`config.mk`:
```
export PLATFORM = sky130hd
export DESIGN_NAME = discovery_advertise_sequencer_core
export DESIGN_NICKNAME = d
export VERILOG_FILES = /design/src/design/das_pkg.sv /design/src/design/discovery_advertise_sequencer_core.sv /design/src/design/das_mod.sv /design/src/design/das_dp.sv /design/src/design/das_ctrl.sv
export SDC_FILE = /design/constraint.sdc
export NUM_CORES = 1
export LEC_CHECK = 0
export BUFFER_PORTS_ARGS = -buffer_cell sky130_fd_sc_hd__clkbuf_2
export CORE_MARGIN = 2
export CORE_UTILIZATION = 45
export CTS_BUF_LIST = sky130_fd_sc_hd__clkbuf_2 sky130_fd_sc_hd__clkbuf_4 sky130_fd_sc_hd__clkbuf_8
export CTS_CLUSTER_DIAMETER = 50
export CTS_CLUSTER_SIZE = 14
export DETAILED_ROUTE_END_ITERATION = 8
export SLEW_MARGIN = 20
export SYNTH_ARGS = -nofsm -noshare
export SYNTH_HDL_FRONTEND = slang
export SYNTH_SLANG_ARGS = --single-unit
```
`constraint.sdc`:
```
create_clock -name clk -period 7.75 [get_ports clk]
set_input_delay 0.775 -clock clk [delete_from_list [all_inputs] [get_ports clk]]
set_output_delay 0.775 -clock clk [all_outputs]
set_load 0.005 [all_outputs]
```
`src/design/das_pkg.sv`:
```
`default_nettype none
package das_pkg;

  // input item kinds
  localparam logic [2:0] KIND_TICK      = 3'd0;
  localparam logic [2:0] KIND_BEGIN     = 3'd1;
  localparam logic [2:0] KIND_TERMINATE = 3'd2;
  localparam logic [2:0] KIND_DISCOVER  = 3'd3;
  localparam logic [2:0] KIND_GM_CHANGE = 3'd4;
  localparam logic [2:0] KIND_LINK_UP   = 3'd5;
  localparam logic [2:0] KIND_LINK_DOWN = 3'd6;

  localparam logic MSG_AVAILABLE = 1'b0;
  localparam logic MSG_DEPARTING = 1'b1;

  localparam int MASK_W   = 4;
  localparam int DRAW_W   = 16;
  localparam int TIMER_W  = 14;
  localparam int VT_W     = 6;
  localparam int SECS_W   = 4;
  localparam int ITER_W   = $clog2(DRAW_W);

  localparam logic [VT_W-1:0]    VALID_TIME_RST = 6'd62;
  localparam logic [TIMER_W-1:0] DELAY_MIN_MS   = 14'd100;
  localparam logic [TIMER_W-1:0] MS_PER_S       = 14'd1000;
  // x/5 for x < 64 is (x*13) >> 6
  localparam int DIV5_MUL = 13;
  localparam int DIV5_SH  = 6;
  localparam int DIV4_SH  = 2;

  typedef enum logic [1:0] {
    ENT_NOT_STARTED = 2'd0,
    ENT_DELAY       = 2'd1,
    ENT_WAITING     = 2'd2
  } ent_phase_t;

  typedef enum logic [1:0] {
    PH_NOT_STARTED = 2'd0,
    PH_WAITING     = 2'd1,
    PH_LINK_DOWN   = 2'd2
  } port_phase_t;

  typedef struct packed {
    logic [2:0]        kind;
    logic [1:0]        port;
    logic [MASK_W-1:0] port_up_mask;
    logic [DRAW_W-1:0] random_draw;
    logic              ready_req;
  } in_item_t;

  typedef struct packed {
    logic        message_type;
    logic [1:0]  out_port;
    logic [31:0] avail_index;
    logic        last;
  } out_item_t;

  typedef struct packed {
    logic capture;
    logic exec;
    logic mod_start;
    logic load_delay;
    logic emit;
  } das_cmd_t;

  typedef struct packed {
    logic need_arm;
    logic mod_done;
    logic emit_any;
    logic slot_free;
  } das_sts_t;

endpackage
`default_nettype wire

```
`src/design/discovery_advertise_sequencer_core.sv`:
```
`default_nettype none
// channel   ports                               item
// input     in_valid, in_ready, in_data         in_item_t: event or one ms tick
// result    out_valid, out_ready, out_data      out_item_t: one advertise message
// config    cfg_we, cfg_wdata                   validity time in seconds
//
// an item that arms no delay and sends nothing passes through the idle, exec and emit states
// arming the random delay adds the arm state: a 16-step remainder unit, one bit a cycle
// each message is one emit in the emit state, held while the output register is full and out_ready is low
// reset is synchronous: entity and ports not started, index and timers zero
// the next item is taken while the last message still waits in the output register
module discovery_advertise_sequencer_core #(
  parameter int NUM_PORTS = 4
) (
  input  wire                          clk,
  input  wire                          rst_n,
  input  wire                          in_valid,
  output logic                         in_ready,
  input  wire das_pkg::in_item_t       in_data,
  output logic                         out_valid,
  input  wire                          out_ready,
  output das_pkg::out_item_t           out_data,
  input  wire                          cfg_we,
  input  wire [das_pkg::VT_W-1:0]      cfg_wdata
);
  import das_pkg::*;

  das_cmd_t cmd;
  das_sts_t sts;

  das_ctrl u_ctrl (
    .clk      (clk),
    .rst_n    (rst_n),
    .in_valid (in_valid),
    .in_ready (in_ready),
    .cmd      (cmd),
    .sts      (sts)
  );

  das_dp #(
    .NUM_PORTS (NUM_PORTS)
  ) u_dp (
    .clk       (clk),
    .rst_n     (rst_n),
    .cmd       (cmd),
    .sts       (sts),
    .in_data   (in_data),
    .out_ready (out_ready),
    .out_valid (out_valid),
    .out_data  (out_data),
    .cfg_we    (cfg_we),
    .cfg_wdata (cfg_wdata)
  );

endmodule
`default_nettype wire

```
`src/design/das_mod.sv`:
```
`default_nettype none
module das_mod (
  input  wire                                clk,
  input  wire                                rst_n,
  input  wire                                start,
  input  wire [das_pkg::DRAW_W-1:0]          dividend,
  input  wire [das_pkg::TIMER_W-1:0]         divisor,
  output logic                               done,
  output logic [das_pkg::TIMER_W-1:0]        remainder
);
  import das_pkg::*;

  logic                busy_r;
  logic                done_r;
  logic [ITER_W-1:0]   cnt_r;
  logic [TIMER_W-1:0]  rem_r;
  logic [TIMER_W-1:0]  rem_nxt;
  logic [DRAW_W-1:0]   q_r;
  logic [TIMER_W-1:0]  div_r;
  logic [TIMER_W:0]    trial;

  // restoring remainder, one dividend bit per cycle
  always_comb begin
    trial = {rem_r, q_r[DRAW_W-1]};
    if (trial >= {1'b0, div_r}) begin
      rem_nxt = TIMER_W'(trial - {1'b0, div_r});
    end else begin
      rem_nxt = trial[TIMER_W-1:0];
    end
  end

  always_ff @(posedge clk) begin
    if (!rst_n) begin
      busy_r <= 1'b0;
      done_r <= 1'b0;
      cnt_r  <= '0;
    end else begin
      done_r <= 1'b0;
      if (start) begin
        busy_r <= 1'b1;
        cnt_r  <= '0;
      end else if (busy_r) begin
        cnt_r <= cnt_r + 1'b1;
        if (cnt_r == ITER_W'(DRAW_W - 1)) begin
          busy_r <= 1'b0;
          done_r <= 1'b1;
        end
      end
    end
  end

  always_ff @(posedge clk) begin
    if (start) begin
      rem_r <= '0;
      q_r   <= dividend;
      div_r <= divisor;
    end else if (busy_r) begin
      rem_r <= rem_nxt;
      q_r   <= q_r << 1;
    end
  end

  assign done      = done_r;
  assign remainder = rem_r;

endmodule
`default_nettype wire

```
`src/design/das_dp.sv`:
```
`default_nettype none
module das_dp #(
  parameter int NUM_PORTS = 4
) (
  input  wire                         clk,
  input  wire                         rst_n,
  input  wire das_pkg::das_cmd_t      cmd,
  output das_pkg::das_sts_t           sts,
  input  wire das_pkg::in_item_t      in_data,
  input  wire                         out_ready,
  output logic                        out_valid,
  output das_pkg::out_item_t          out_data,
  input  wire                         cfg_we,
  input  wire [das_pkg::VT_W-1:0]     cfg_wdata
);
  import das_pkg::*;

  logic [VT_W-1:0]     vt_r;
  in_item_t            item_r;
  ent_phase_t          ent_r, ent_nxt;
  port_phase_t         ph_r   [NUM_PORTS];
  port_phase_t         ph_nxt [NUM_PORTS];
  logic [31:0]         count_r, count_nxt;
  logic [TIMER_W-1:0]  dly_r, dly_nxt;
  logic [TIMER_W-1:0]  rea_r, rea_nxt;
  logic [NUM_PORTS-1:0] emask_r, emask_nxt;
  logic                etype_r, etype_nxt;
  logic [31:0]         eidx_r, eidx_nxt;
  logic                out_valid_r;
  out_item_t           out_r;

  logic                arm;
  logic                adv;
  logic                dexp, rexp;
  logic                port_ok;
  port_phase_t         sel_ph;
  logic [NUM_PORTS-1:0] wait_v;
  logic [NUM_PORTS+MASK_W-1:0] mask_ext;

  logic [9:0]          prod5;
  logic [SECS_W-1:0]   secs_d, secs_r;
  logic [TIMER_W-1:0]  max_delay;
  logic [TIMER_W-1:0]  mod_div;
  logic [TIMER_W-1:0]  rea_period;
  logic                mod_done;
  logic [TIMER_W-1:0]  mod_rem;

  logic                found;
  logic [1:0]          pick_port;
  logic [NUM_PORTS-1:0] pick_clr;
  logic                slot_free;

  // periods from the validity time
  always_comb begin
    prod5  = 10'(vt_r) * 10'(DIV5_MUL);
    secs_d = SECS_W'(prod5 >> DIV5_SH);
    if (secs_d == '0) secs_d = SECS_W'(1);
    secs_r = SECS_W'(vt_r >> DIV4_SH);
    if (secs_r == '0) secs_r = SECS_W'(1);
    max_delay  = TIMER_W'(secs_d) * MS_PER_S;
    mod_div    = max_delay - DELAY_MIN_MS + TIMER_W'(1);
    rea_period = TIMER_W'(secs_r) * MS_PER_S;
  end

  das_mod u_mod (
    .clk       (clk),
    .rst_n     (rst_n),
    .start     (cmd.mod_start),
    .dividend  (item_r.random_draw),
    .divisor   (mod_div),
    .done      (mod_done),
    .remainder (mod_rem)
  );

  // one step of both machines on the captured item
  always_comb begin
    ent_nxt   = ent_r;
    count_nxt = count_r;
    dly_nxt   = dly_r;
    rea_nxt   = rea_r;
    emask_nxt = '0;
    etype_nxt = MSG_AVAILABLE;
    eidx_nxt  = count_r;
    arm       = 1'b0;
    adv       = 1'b0;
    dexp      = 1'b0;
    rexp      = 1'b0;
    port_ok   = 1'b0;
    sel_ph    = PH_NOT_STARTED;
    mask_ext  = {{NUM_PORTS{1'b0}}, item_r.port_up_mask};
    for (int p = 0; p < NUM_PORTS; p++) begin
      ph_nxt[p] = ph_r[p];
      wait_v[p] = (ph_r[p] == PH_WAITING);
      if (p == int'(item_r.port)) begin
        port_ok = 1'b1;
        sel_ph  = ph_r[p];
      end
    end

    unique case (item_r.kind)
      KIND_TICK: begin
        if (dly_r != '0) begin
          dly_nxt = dly_r - 1'b1;
          dexp    = (dly_r == TIMER_W'(1));
        end
        if (rea_r != '0) begin
          rea_nxt = rea_r - 1'b1;
          rexp    = (rea_r == TIMER_W'(1));
        end
        if (dexp && item_r.ready_req && ent_r == ENT_DELAY) begin
          emask_nxt = wait_v;
          rea_nxt   = rea_period;
          ent_nxt   = ENT_WAITING;
        end
        // reannounce sees the phase left by the delay expiry
        if (rexp && item_r.ready_req && ent_nxt == ENT_WAITING) begin
          count_nxt = count_r + 1'b1;
          arm       = 1'b1;
          ent_nxt   = ENT_DELAY;
        end
      end
      KIND_BEGIN: begin
        if (ent_r == ENT_NOT_STARTED) begin
          count_nxt = '0;
          for (int p = 0; p < NUM_PORTS; p++) begin
            if (ph_r[p] == PH_NOT_STARTED) begin
              ph_nxt[p] = mask_ext[p] ? PH_WAITING : PH_LINK_DOWN;
            end
          end
          arm     = 1'b1;
          ent_nxt = ENT_DELAY;
        end
      end
      KIND_TERMINATE: begin
        if (item_r.ready_req) begin
          if (ent_r == ENT_DELAY) begin
            dly_nxt = '0;
            ent_nxt = ENT_NOT_STARTED;
          end else if (ent_r == ENT_WAITING) begin
            rea_nxt   = '0;
            count_nxt = '0;
            emask_nxt = wait_v;
            etype_nxt = MSG_DEPARTING;
            eidx_nxt  = '0;
            for (int p = 0; p < NUM_PORTS; p++) begin
              if (wait_v[p]) ph_nxt[p] = PH_NOT_STARTED;
            end
            ent_nxt = ENT_NOT_STARTED;
          end
        end
      end
      KIND_DISCOVER, KIND_GM_CHANGE: begin
        adv = port_ok && sel_ph == PH_WAITING;
      end
      KIND_LINK_UP: begin
        if (port_ok && sel_ph == PH_LINK_DOWN) begin
          adv = 1'b1;
          for (int p = 0; p < NUM_PORTS; p++) begin
            if (p == int'(item_r.port)) ph_nxt[p] = PH_WAITING;
          end
        end
      end
      KIND_LINK_DOWN: begin
        if (port_ok && sel_ph == PH_WAITING) begin
          for (int p = 0; p < NUM_PORTS; p++) begin
            if (p == int'(item_r.port)) ph_nxt[p] = PH_LINK_DOWN;
          end
        end
      end
      default: begin
      end
    endcase

    if (adv && ent_r == ENT_WAITING) begin
      rea_nxt   = '0;
      count_nxt = count_r + 1'b1;
      arm       = 1'b1;
      ent_nxt   = ENT_DELAY;
    end
  end

  // lowest pending port goes out first
  always_comb begin
    found     = 1'b0;
    pick_port = '0;
    pick_clr  = '0;
    for (int p = 0; p < NUM_PORTS; p++) begin
      if (!found && emask_r[p]) begin
        found       = 1'b1;
        pick_port   = 2'(p);
        pick_clr[p] = 1'b1;
      end
    end
  end

  assign slot_free = !out_valid_r || out_ready;

  always_ff @(posedge clk) begin
    if (!rst_n) begin
      vt_r        <= VALID_TIME_RST;
      ent_r       <= ENT_NOT_STARTED;
      for (int p = 0; p < NUM_PORTS; p++) ph_r[p] <= PH_NOT_STARTED;
      count_r     <= '0;
      dly_r       <= '0;
      rea_r       <= '0;
      emask_r     <= '0;
      out_valid_r <= 1'b0;
    end else begin
      if (cfg_we) vt_r <= cfg_wdata;
      if (cmd.exec) begin
        ent_r   <= ent_nxt;
        for (int p = 0; p < NUM_PORTS; p++) ph_r[p] <= ph_nxt[p];
        count_r <= count_nxt;
        dly_r   <= dly_nxt;
        rea_r   <= rea_nxt;
        emask_r <= emask_nxt;
      end else if (cmd.emit) begin
        emask_r <= emask_r & ~pick_clr;
      end
      if (cmd.load_delay) dly_r <= DELAY_MIN_MS + mod_rem;
      if (cmd.emit) begin
        out_valid_r <= 1'b1;
      end else if (out_ready) begin
        out_valid_r <= 1'b0;
      end
    end
  end

  always_ff @(posedge clk) begin
    if (cmd.capture) item_r <= in_data;
    if (cmd.exec) begin
      etype_r <= etype_nxt;
      eidx_r  <= eidx_nxt;
    end
    if (cmd.emit) begin
      out_r.message_type <= etype_r;
      out_r.out_port     <= pick_port;
      out_r.avail_index  <= eidx_r;
      out_r.last         <= ((emask_r & ~pick_clr) == '0);
    end
  end

  assign sts.need_arm  = arm;
  assign sts.mod_done  = mod_done;
  assign sts.emit_any  = |emask_r;
  assign sts.slot_free = slot_free;

  assign out_valid = out_valid_r;
  assign out_data  = out_r;

endmodule
`default_nettype wire

```
`src/design/das_ctrl.sv`:
```
`default_nettype none
module das_ctrl (
  input  wire                     clk,
  input  wire                     rst_n,
  input  wire                     in_valid,
  output logic                    in_ready,
  output das_pkg::das_cmd_t       cmd,
  input  wire das_pkg::das_sts_t  sts
);
  import das_pkg::*;

  typedef enum logic [3:0] {
    ST_IDLE = 4'b0001,
    ST_EXEC = 4'b0010,
    ST_ARM  = 4'b0100,
    ST_EMIT = 4'b1000
  } state_t;

  state_t state_r, state_nxt;

  always_comb begin
    state_nxt = state_r;
    cmd       = '0;
    in_ready  = 1'b0;
    unique case (state_r)
      ST_IDLE: begin
        in_ready = 1'b1;
        if (in_valid) begin
          cmd.capture = 1'b1;
          state_nxt   = ST_EXEC;
        end
      end
      ST_EXEC: begin
        cmd.exec = 1'b1;
        if (sts.need_arm) begin
          cmd.mod_start = 1'b1;
          state_nxt     = ST_ARM;
        end else begin
          state_nxt = ST_EMIT;
        end
      end
      ST_ARM: begin
        if (sts.mod_done) begin
          cmd.load_delay = 1'b1;
          state_nxt      = ST_EMIT;
        end
      end
      ST_EMIT: begin
        if (!sts.emit_any) begin
          state_nxt = ST_IDLE;
        end else if (sts.slot_free) begin
          cmd.emit = 1'b1;
        end
      end
      default: begin
        state_nxt = ST_IDLE;
      end
    endcase
  end

  always_ff @(posedge clk) begin
    if (!rst_n) begin
      state_r <= ST_IDLE;
    end else begin
      state_r <= state_nxt;
    end
  end

endmodule
`default_nettype wire
```
==> flow_summary.yaml <==
run_status:
  result_of_the_run: "finished, final reports clean"
timing:
  timing.slew.headroom_pct: 37.2
  setup_violations: 0
  grt_setup_unrepaired: "false"
  final-max-slew-violation-count: 0
  final.period_utilization_pct: 75.5
  final.setup_skew_ns: 0.0203
  timing_worst_slew_pin_value_ns: 0.918
  final.setup.tns_ns: 0
  fmax_mhz: 171
  period_needed_ns: 5.85
  timing.final.hold_violations: 0
layout:
  area_growth_pct: 10.9
  layout.core_utilization_pct: 50.8
  num_antenna_cells: 0
  fin_nets: 1441
  drive_gt1_share_pct: 15.0
  post_layout_nonfiller_instances: 1725
detailed_routing:
  drt-wirelength-per-cell_um: 16.4
  num_vias: 9682
  number_of_vias_per_cell: 5.61
  drtAntennaViolNets: 0
  drt_first_pass_iters: 5
  drt_drc_violations_left: 0
  detail_route.wirelength_um: 28200
  detailedRoute.firstIterationViolations: 768
power:
  worst_supply_voltage_drop_on_vdd_mv: 0.317
  p_leak_nw: 5.27
  cellPowerDensity_nw_per_um2: 342
cts:
  post-cts-setup-buffer-count: 0
  cts.hold.buffers_added: 0
  cts_max_level: 1
  root_buffer: "sky130_fd_sc_hd__clkbuf_8"
  number_of_gates_resized_after_cts: 0
  cts_made_buffers: 30
  cts_num_sinks: 227
  worstSkewPairLatency_ns: 0.59
  clkTransAtPathRegs_ns: 0.09
  cts.path.max_buffers: 3
  tritoncts: "yes"
global_route:
  global_routing_usage_summed_across_all_routing_layers_pct: 19.4
  gr-total-overflow: 0
  antenna_found_initial: 0
  grt_start_max_net_pins: 53
  grt_first_pass_wirelength_um: 46600
  grt_pass1_vias: 9099
synth:
  ys_types: 83
  yosys_warnings: 0
  asyncSetResetFlopFracSynth_pct: 0
  synth_fp_nets: 1379
  syn-mean-instance-area_um2: 10.1
  postSynthCellCount: 1261
  post_synth_most_frequent_cells: "sky130_fd_sc_hd__edfxtp_1, sky130_fd_sc_hd__nor2_1, sky130_fd_sc_hd__dfxtp_1"
  yosys-top-cells-area: "sky130_fd_sc_hd__edfxtp_1, sky130_fd_sc_hd__dfxtp_1, sky130_fd_sc_hd__ha_1, sky130_fd_sc_hd__a21oi_1, sky130_fd_sc_hd__nor2_1"
  synth_most_common_cell: "sky130_fd_sc_hd__edfxtp_1"
  synth_top_area_share_pct: 30.7
  synthDominantAreaCellType: "sky130_fd_sc_hd__edfxtp_1"
  yosys_most_used_dff: "sky130_fd_sc_hd__edfxtp_1"
  syn_area_um2: 12700
  synth-seq-area-share_pct: 45.9
  synth_enable_flop_cells: 130
  ys_seq_elements: 227
worst_setup_path:
  crit_type: "reg -> reg"
  rr_worst_depth: 19
  critPathLaunchType: "register"
  critPathMaxFanout: 7
  endpoint_kind: "register"
  timing.rr.end: "u_dp.u_mod.div_r[12]$_DFFE_PP_"
  critPathArrivalTime_ns: 6.18
  reg2reg_slack_ns: 1.90
  worstReg2RegStart: "u_dp.vt_r[3]$_SDFFE_PN1P_"
  required_ns: 8.08
min_path:
  holdCritStartpoint: "in_data[22]"
  worst_hold_path.endpoint: "u_dp.item_r[22]$_DFFE_PP_"
  hold-path-cell-count: 1
  worstHoldPathType: "in -> reg"
floorplan:
  core.rowCount: 61
  die-area_um2: 29600
  die_w_um: 172
  starting_density_of_the_core_pct: 45.8
  coreArea_um2: 27800
  chipHeight_um: 172
  io_pins: 75
job:
  maxCapViolations: 0
placement:
  dp_cells: 1669
  routabilityCongestion: 0.893
  number_of_i_o_port_buffers: 74
  final_hpwl_from_detailed_placement_um: 19900
## final cells by class
class	instances	area [um2]
Clock buffer	35	457
Clock inverter	21	198
Fill cell	2634	13700
Inverter	69	259
Multi-Input combinational cell	906	6390
Sequential cell	227	5850
Tap cell	378	473
Timing Repair Buffer	89	483
## worst max path at each step
| stage | from | to | slack, ns | cells after the start |
|---|---|---|---|---|
| 2_1_floorplan | u_dp.vt_r[3]$_SDFFE_PN1P_ | u_dp.u_mod.div_r[12]$_DFFE_PP_ | 2.38 | 19 |
| 3_5_place_dp | u_dp.vt_r[3]$_SDFFE_PN1P_ | u_dp.u_mod.div_r[12]$_DFFE_PP_ | 1.86 | 19 |
| 5_1_grt | u_dp.vt_r[3]$_SDFFE_PN1P_ | u_dp.u_mod.div_r[12]$_DFFE_PP_ | 1.45 | 19 |
| 6_report | u_dp.vt_r[3]$_SDFFE_PN1P_ | u_dp.u_mod.div_r[12]$_DFFE_PP_ | 1.90 | 19 |
| 4_1_cts | u_dp.vt_r[3]$_SDFFE_PN1P_ | u_dp.u_mod.div_r[12]$_DFFE_PP_ | 1.84 | 19 |
| 3_3_place_gp | u_dp.vt_r[3]$_SDFFE_PN1P_ | u_dp.u_mod.div_r[12]$_DFFE_PP_ | 1.99 | 19 |
## worst max-delay path, cell delays in order (launching register included)
cell	delay (ns)
sky130_fd_sc_hd__dfxtp_1	0.49
sky130_fd_sc_hd__inv_1	0.10
sky130_fd_sc_hd__ha_1	0.32
sky130_fd_sc_hd__fa_1	0.47
sky130_fd_sc_hd__ha_1	0.31
sky130_fd_sc_hd__nor3_1	0.07
sky130_fd_sc_hd__a211oi_1	0.34
sky130_fd_sc_hd__a21oi_1	0.16
sky130_fd_sc_hd__nor2b_1	0.13
sky130_fd_sc_hd__nor2_1	0.06
sky130_fd_sc_hd__xnor2_1	0.40
sky130_fd_sc_hd__fa_1	0.59
sky130_fd_sc_hd__fa_1	0.49
sky130_fd_sc_hd__ha_1	0.24
sky130_fd_sc_hd__a211oi_1	0.27
sky130_fd_sc_hd__nor3b_1	0.13
sky130_fd_sc_hd__o31a_1	0.30
sky130_fd_sc_hd__xor2_1	0.15
sky130_fd_sc_hd__a2111oi_0	0.47
sky130_fd_sc_hd__xnor2_1	0.11
## cell usage in the layout (no fill, tap or decap), types with 14 or more instances in the layout
cell	n
sky130_fd_sc_hd__a31oi_1	14
sky130_fd_sc_hd__nor4_1	18
sky130_fd_sc_hd__clkbuf_8	31
sky130_fd_sc_hd__nor2b_1	35
sky130_fd_sc_hd__edfxtp_1	130
sky130_fd_sc_hd__a21oi_1	80
sky130_fd_sc_hd__fa_1	16
sky130_fd_sc_hd__clkbuf_2	74
sky130_fd_sc_hd__buf_4	15
sky130_fd_sc_hd__inv_1	68
sky130_fd_sc_hd__xnor2_1	38
sky130_fd_sc_hd__nand3_1	32
sky130_fd_sc_hd__o21ai_0	41
sky130_fd_sc_hd__and3_1	17
sky130_fd_sc_hd__nor2_1	100
sky130_fd_sc_hd__nand2b_1	15
sky130_fd_sc_hd__nand4_1	18
sky130_fd_sc_hd__nand2_1	94
sky130_fd_sc_hd__dfxtp_1	97
sky130_fd_sc_hd__a211oi_1	16
sky130_fd_sc_hd__nor3_1	23
sky130_fd_sc_hd__ha_1	65
sky130_fd_sc_hd__mux2_2	16
## state kept, by name, summed over array words and instances (netlist names), 2 cells and up
register and flops:
u_dp.dly_r 14, u_dp.count_r 32, u_dp.u_mod.q_r 16, u_dp.vt_r 6, u_ctrl.state_r 4, u_dp.u_mod.div_r 11, u_dp.u_mod.remainder 14, u_dp.item_r 26
u_dp.ent_r 2, u_dp.rea_r 14, u_dp.out_data 36, u_dp.emask_r 4, u_dp.eidx_r 32, u_dp.u_mod.cnt_r 4, u_dp.ph_r 8
## per-stage QoR
stage | worst slack [ns] | hold slack [ns] | power, mW | instance area (um2)
floorplan | 2.38 | 0.400 | 3.42 | 12700
global placement | 1.99 | 0.402 | 3.85 | 13500
CTS | 1.84 | 0.324 | 4.86 | 14100
global route | 1.45 | 0.319 | 5.18 | 14100
finish | 1.90 | 0.355 | 4.83 | 14100
detailed placement | 1.86 | 0.405 | 3.89 | 13500
## kinds of logic (layout without fill, tap and decap cells)
kind of cell	after synthesis	count (layout)	synth area share [%]
and+or+nand+nor	448	448	18.9
AOI/OAI and AO/OA	299	299	16.4
DFF	227	227	45.9
buffers and inverters	128	214	3.89
adders and majority gates	82	82	8.99
xor gates and xnor gates	51	51	3.51
muxes	26	26	2.40
## power breakdown
part / leakage (nW) / internal (mW) / switching (mW)
clock network: 0.321 / 0.430 / 0.526
registers: 1.98 / 1.50 / 0.138
logic: 2.97 / 0.988 / 1.25
total: 5.27 / 2.92 / 1.91
## metal layers
| layer | track usage [%] | wire length [um] | vias to the layer above | part of all wire [%] |
|---|---|---|---|---|
| met5 | 0 | 0 | - | 0 |
| met4 | 5.33 | 464 | 0 | 1.6 |
| met3 | 2.68 | 1380 | 33 | 4.9 |
| met2 | 31.3 | 12900 | 242 | 46 |
| met1 | 27.3 | 13500 | 4564 | 48 |
| li1 | - | - | 4843 | - |
(Power assumes the default switching activity.)
